<file path="src/rtl/deque_with_sorted_insert_unit_macros.svh">
// ----------------------------------------------------------------------------
// Assertion macros for the deque with sorted insert
// Shorthand for clocked implication checks used at the end of the top level.
// ----------------------------------------------------------------------------
`ifndef DEQUE_WITH_SORTED_INSERT_UNIT_MACROS_SVH
`define DEQUE_WITH_SORTED_INSERT_UNIT_MACROS_SVH

// Same-cycle implication, disabled during reset.
`define DWSI_ASSERT_IMPL(label, clk, rst, ante, cons) \
   label: assert property (@(posedge clk) disable iff (rst) (ante) |-> (cons)) \
      else $error("deque check failed");

// Next-cycle implication, disabled during reset.
`define DWSI_ASSERT_NEXT(label, clk, rst, ante, cons) \
   label: assert property (@(posedge clk) disable iff (rst) (ante) |=> (cons)) \
      else $error("deque check failed");

`endif

</file>
<file path="src/rtl/dwsi_pkg.sv">
// ----------------------------------------------------------------------------
// dwsi_pkg
// Shared types, codes and helper functions of the deque with sorted insert.
// ----------------------------------------------------------------------------
package dwsi_pkg;

   localparam int DEPTH_DEFAULT = 64;
   localparam int VALUE_W       = 64;
   localparam int KIND_W        = 3;
   localparam int POS_W         = 6;
   localparam int MODE_W        = 2;
   localparam int RADIX_W       = 3;   // read tree: 8 inputs per node

   typedef enum logic [KIND_W-1:0] {
      OP_PUSH_BACK  = 3'd0,
      OP_PUSH_FRONT = 3'd1,
      OP_POP_BACK   = 3'd2,
      OP_POP_FRONT  = 3'd3,
      OP_INSERT     = 3'd4,
      OP_PEEK       = 3'd5
   } op_kind_type;

   typedef enum logic [1:0] {
      CELL_HOLD,
      CELL_LOAD,
      CELL_TAKE_LEFT,
      CELL_TAKE_RIGHT
   } cell_cmd_type;

   typedef struct packed {
      cell_cmd_type      cmd;
      logic [MODE_W-1:0] order_mode;
   } cell_ctrl_type;

   typedef enum logic [1:0] {
      ST_IDLE,
      ST_READ,
      ST_DONE
   } state_type;

   // True when a stays behind b under the given ordering.
   function automatic logic order_not_before(input logic [VALUE_W-1:0] a,
                                             input logic [VALUE_W-1:0] b,
                                             input logic [MODE_W-1:0]  mode);
      logic [VALUE_W-1:0] x;
      logic [VALUE_W-1:0] y;
      x = a;
      y = b;
      if (!mode[0]) begin
         x[VALUE_W-1] = ~x[VALUE_W-1];
         y[VALUE_W-1] = ~y[VALUE_W-1];
      end
      if (mode[1]) begin
         return x <= y;
      end
      return x >= y;
   endfunction

   // Number of radix-8 levels needed to cover depth leaves.
   function automatic int rt_levels(input int depth);
      int lv;
      int span;
      lv   = 1;
      span = 8;
      while (span < depth) begin
         span = span * 8;
         lv   = lv + 1;
      end
      return lv;
   endfunction

   // Index of the first node of level lvl in the flat node array.
   function automatic int rt_offset(input int levels, input int lvl);
      int acc;
      acc = 0;
      for (int k = 0; k < lvl; k++) begin
         acc = acc + (1 << (RADIX_W * (levels - 1 - k)));
      end
      return acc;
   endfunction

endpackage

</file>
<file path="src/rtl/dwsi_cell.sv">
// ----------------------------------------------------------------------------
// dwsi_cell
// One storage cell of the entry chain: holds one entry, loads the new entry
// or takes its left or right neighbor, and compares the new entry to its own.
// ----------------------------------------------------------------------------
module dwsi_cell (
   input  logic                          clock,
   input  dwsi_pkg::cell_ctrl_type       ctrl,
   input  logic [dwsi_pkg::VALUE_W-1:0]  new_value,
   input  logic [dwsi_pkg::VALUE_W-1:0]  left_value,
   input  logic [dwsi_pkg::VALUE_W-1:0]  right_value,
   output logic [dwsi_pkg::VALUE_W-1:0]  value,
   output logic                          not_before
);

   logic [dwsi_pkg::VALUE_W-1:0] value_ff;
   logic [dwsi_pkg::VALUE_W-1:0] value_in;

   always_comb begin
      unique case (ctrl.cmd)
         dwsi_pkg::CELL_LOAD:       value_in = new_value;
         dwsi_pkg::CELL_TAKE_LEFT:  value_in = left_value;
         dwsi_pkg::CELL_TAKE_RIGHT: value_in = right_value;
         default:                   value_in = value_ff;
      endcase
   end

   always_ff @(posedge clock) begin
      value_ff <= value_in;
   end

   assign value      = value_ff;
   assign not_before = dwsi_pkg::order_not_before(new_value, value_ff, ctrl.order_mode);

endmodule

</file>
<file path="config.mk">
export PLATFORM = sky130hd
export DESIGN_NAME = dwsi_cell
export DESIGN_NICKNAME = d
export VERILOG_FILES = /design/src/rtl/deque_with_sorted_insert_unit_macros.svh /design/src/rtl/dwsi_pkg.sv /design/src/rtl/dwsi_cell.sv
export SDC_FILE = /design/constraint.sdc
export NUM_CORES = 1
export LEC_CHECK = 0
export CAP_MARGIN = 20
export CORE_MARGIN = 5
export CORE_UTILIZATION = 30
export DETAILED_ROUTE_END_ITERATION = 10
export DONT_BUFFER_PORTS = 1
export HOLD_SLACK_MARGIN = 0.15
export RECOVER_POWER = 25
export SLEW_MARGIN = 20
export SYNTH_ARGS = -nofsm -noshare
export SYNTH_HDL_FRONTEND = slang
export SYNTH_SLANG_ARGS = --single-unit
</file>
<file path="constraint.sdc">
create_clock -name clock -period 4.2 [get_ports clock]
set_input_delay 0.42 -clock clock [delete_from_list [all_inputs] [get_ports clock]]
set_output_delay 0.42 -clock clock [all_outputs]
set_load 0.05 [all_outputs]
</file>
# After elaboration in Yosys (flattened, before gate mapping)
# Cells that the tools add are included.
word_totals:
  reg_bits: 64
  output_inout_bits: 65
  elab_cells: 15
classes:
  n_lt_le_gt_ge: 2
  eq_ne: 3
  mux: 6
  n_bitwise: 2
  n_reduce_logical: 1
op_table:
  columns: ["cell", "count"]
  rows:
  - ["case mux 64 bit (3 select lines)", 1]
  - [">= comparator 64 bit", 1]
  - ["<= comparator 64 bit", 1]
  - ["two-way mux 1 bit", 5]
  - ["equality test 2 bit (second input constant)", 2]
  - ["nonzero test 3 bit", 1]
  - ["equality test 2 x 1 -> 1 bit (second input constant)", 1]
  - ["inverter 1 bit", 2]

# Longest topological paths before layout
logic_depth:
  word_depth: 5
  mapped_depth: 8
  mapped_depth_nobuf: 8

# Worst setup path after synthesis
# OpenSTA, ideal clock, no wires.
synth_path:
  path_kind: "register to output"
  start: "register value_ff, in the netlist value[51]"
  end: "output port not_before"
  t_arrival_ns: 3.001
  path_slack_ns: 0.779
  path_stages_with_launch: 9
  n_path_buf: 0
  cell_sequence: "edfxtp_1 > inv_1 > ha_1 > a21oi_2 > o21ai_1 > a221o_1 > a211o_1 > nor4_2 > mux2i_1"
synth_between:
  elab_chain_cells: 3
  elab_cells_between_ends: 4
  classes_between: "order compare: 2; mux: 2"
synth_rtl:
  columns: ["element", "line", "text"]
  rows:
  - ["from (decl)", "dwsi_cell.sv:16", "logic [dwsi_pkg::VALUE_W-1:0] value_ff;"]
  - ["from (signal assigned)", "dwsi_cell.sv:29", "value_ff <= value_in;"]
  - ["<= comparator 64 bit", "dwsi_pkg.sv:54", "return x <= y;"]
  - ["two-way mux 1 bit", "dwsi_pkg.sv:53", "if (mode[1]) begin"]
  - ["two-way mux 1 bit (*)", "dwsi_pkg.sv:56", "return x >= y;"]
  - ["to (decl)", "dwsi_cell.sv:13", "output logic not_before"]
# Every way passes the cells marked *; elsewhere a longest branch is shown, timed or not. The select of a mux whose other input is x is not followed.

# Worst setup path after layout
layout_path:
  start: "register value_ff, in the netlist value[5]"
  end: "output port not_before"
# The elaborated chain is that of the path after synthesis.

==> out/qor.txt <==
status: finished clean
vias in the first global route: 3832
routed wire length per instance: 18.7 microns
Initial Util: 30.6%
RSZ-0062 raised after global routing: false
Slew Viols, Final: 0
CORE AREA: 15900 sq um
Critical Path AT: 3.25 ns
Post-synth top flop: edfxtp_1
CTS tree: yes
Final Hold Viols: 0
All-Layer GR Usage: 13.8%
die height: 138 microns
Congestion Overflow GR: 0
CP Launch Type: flop
Post-DRT Antenna Nets: 0
site row count: 46
Final Cycle Share: 87.3%
syn_nets: 775
xor/xnor cell area share of the yosys netlist: 0.179%
drt total wl: 13800 microns
Yosys top cell area share: 39.4%
top cells by area, synth: edfxtp_1 39%, ha_1 16%, mux2i_1 13%
n_diodes: 0
Worst Hold Class: primary input to flop
area added between synthesis and finish: 11.5%
H-tree levels: 3
Placer Congestion: 0.731
setup TNS: 0 ns
Root Buffer Master: clkbuf_16
Post-Route Utilization: 34.1%
dpl hpwl: 11000 microns
IO Pins: 262
min Tclk post-route: 3.67 ns
Die Area: 18900 sq um
max reg flops: 64
top cells by count, synth: 88 x a21oi_1, 69 x nor2_1, 65 x mux2i_1
Max transition margin: 35.4%
most common cell in the netlist: a21oi_1
FFs w/ async S/R, synth: 0%
register area share after synthesis: 39.4%
Synth Area in Simple Gates: 11.3%
top cell type by total area after synthesis: edfxtp_1
first-pass GRT wire length: 19800 microns
initial antenna violation count: 0
hold_ws: 0.302 ns
cell leakage power: 2.48 nW
Synth Area in Compound Gates: 13.1%
Fmax: 273 MHz
nets: 778
Post-synth EDFFs: 64
mux contribution to synthesized area: 13.3%
PD cells: 407 nW/um^2
YS warnings: 0
setup violators final: 0
Worst Path Max Fanout: 2
number of gates resized after cts: 0
Gate Count Post-Synth: 515
Tightest Pin Transition: 0.969 ns
clock sinks: 64
post-synth cell types: 36
VDD IR max: 191 uV
Fill cells: 1616
Cell Area, Synth: 4880 sq um
Critical Path Sink Type: primary output
Worst Path Required: 3.78 ns
share of layout cells above drive strength 1: 5.76%
vias after detailed routing: 3682
Initial DRC Count: 141
max_cap viols: 0
Hold Buf Count CTS: 0
Post-Synth Adder-Cell Area: 16.2%
main combinational cell family by area after synthesis: adder cells
kind of critical path: flop to primary output
Die W: 138 microns
Synth Area per Inst: 9.48 sq um
total chip power: 2.21 mW
CTS Buffer Depth: 2
drt pass-1 iters: 4
Port Buf Inserts: 0
post-CTS setup buffer count: 0
Post-route DRC: 0
largest net degree at the start of global routing: 130
Seq cells post-synth: 64
clock transition at the registers of the reported paths: 0.06 ns
Num CTS Buffers: 9
Vias/cell: 5.00
[where the power goes]
part / internal [mW] / switching [mW]
Sequential: 0.799 / 0.263
Combinational: 0.177 / 0.244
Clock: 0.447 / 0.283
[routing by layer]
layer  part of all wire (%)  up-vias  global-route usage (%)
li1                       -     1858                       -
met1                     38     1647                    14.9
met2                     50      163                    24.2
met3                     11       14                    5.99
met4                    1.3        0                    4.27
met5                      0        -                       0
[cells by family (layout without fill, tap and decap cells)]
logic type,after synthesis,after routing
and+or+nand+nor,122,122
AOI/OAI and AO/OA,116,116
buffers and inverters,84,90
muxes,65,65
DFF,64,64
adders and majority gates,63,63
xor gates and xnor gates,1,1
[cells in the final DEF, fill, tap and decap left out, types with 3 or more instances in the layout]
cell type	instances
inv_1	63
o21ai_0	9
nand2_1	19
nand4_1	11
a21oi_1	88
mux2i_1	65
ha_1	63
clkbuf_16	9
nand2b_1	3
edfxtp_1	64
buf_4	13
nand3_1	6
a221oi_1	3
nor3_1	3
nor2_1	69
[path summary, 6_finish.rpt]
path	from	endpoint	slack, ns	depth (start not counted)
min	ctrl[3]	value[63]	0.30	1
max	value[5]	not_before	0.53	9
[through the flow]
step / instances / area (sq um) / setup slack [ns]
after CTS: 737 / 5440 / 0.389
after global routing: 737 / 5440 / 0.195
final: 737 / 5440 / 0.534
after floorplan: 515 / 4880 / 0.779
after global placement: 723 / 5160 / 0.825
after detailed placement: 723 / 5160 / 0.781
[critical path, stage by stage (launching register included)]
cell and delay (ns):
edfxtp_1 0.66, inv_1 0.10, ha_1 0.32, a21oi_1 0.17
o21ai_0 0.13, a221oi_1 0.51, a31oi_1 0.19, nor4_2 0.19
mux2i_1 0.38, buf_4 0.27
[final cells by class]
type / count / area [sq um] / area share (%)
multi-input combinational: 367 / 2640 / 48.5
sequential: 64 / 1920 / 35.3
inverter: 63 / 236 / 4.35
clock inverter: 5 / 50.0 / 0.920
clock buffer: 9 / 225 / 4.14
tap: 216 / 270 / 4.97
timing repair buffer: 13 / 97.6 / 1.79
Power figures use the tool's default switching activity.
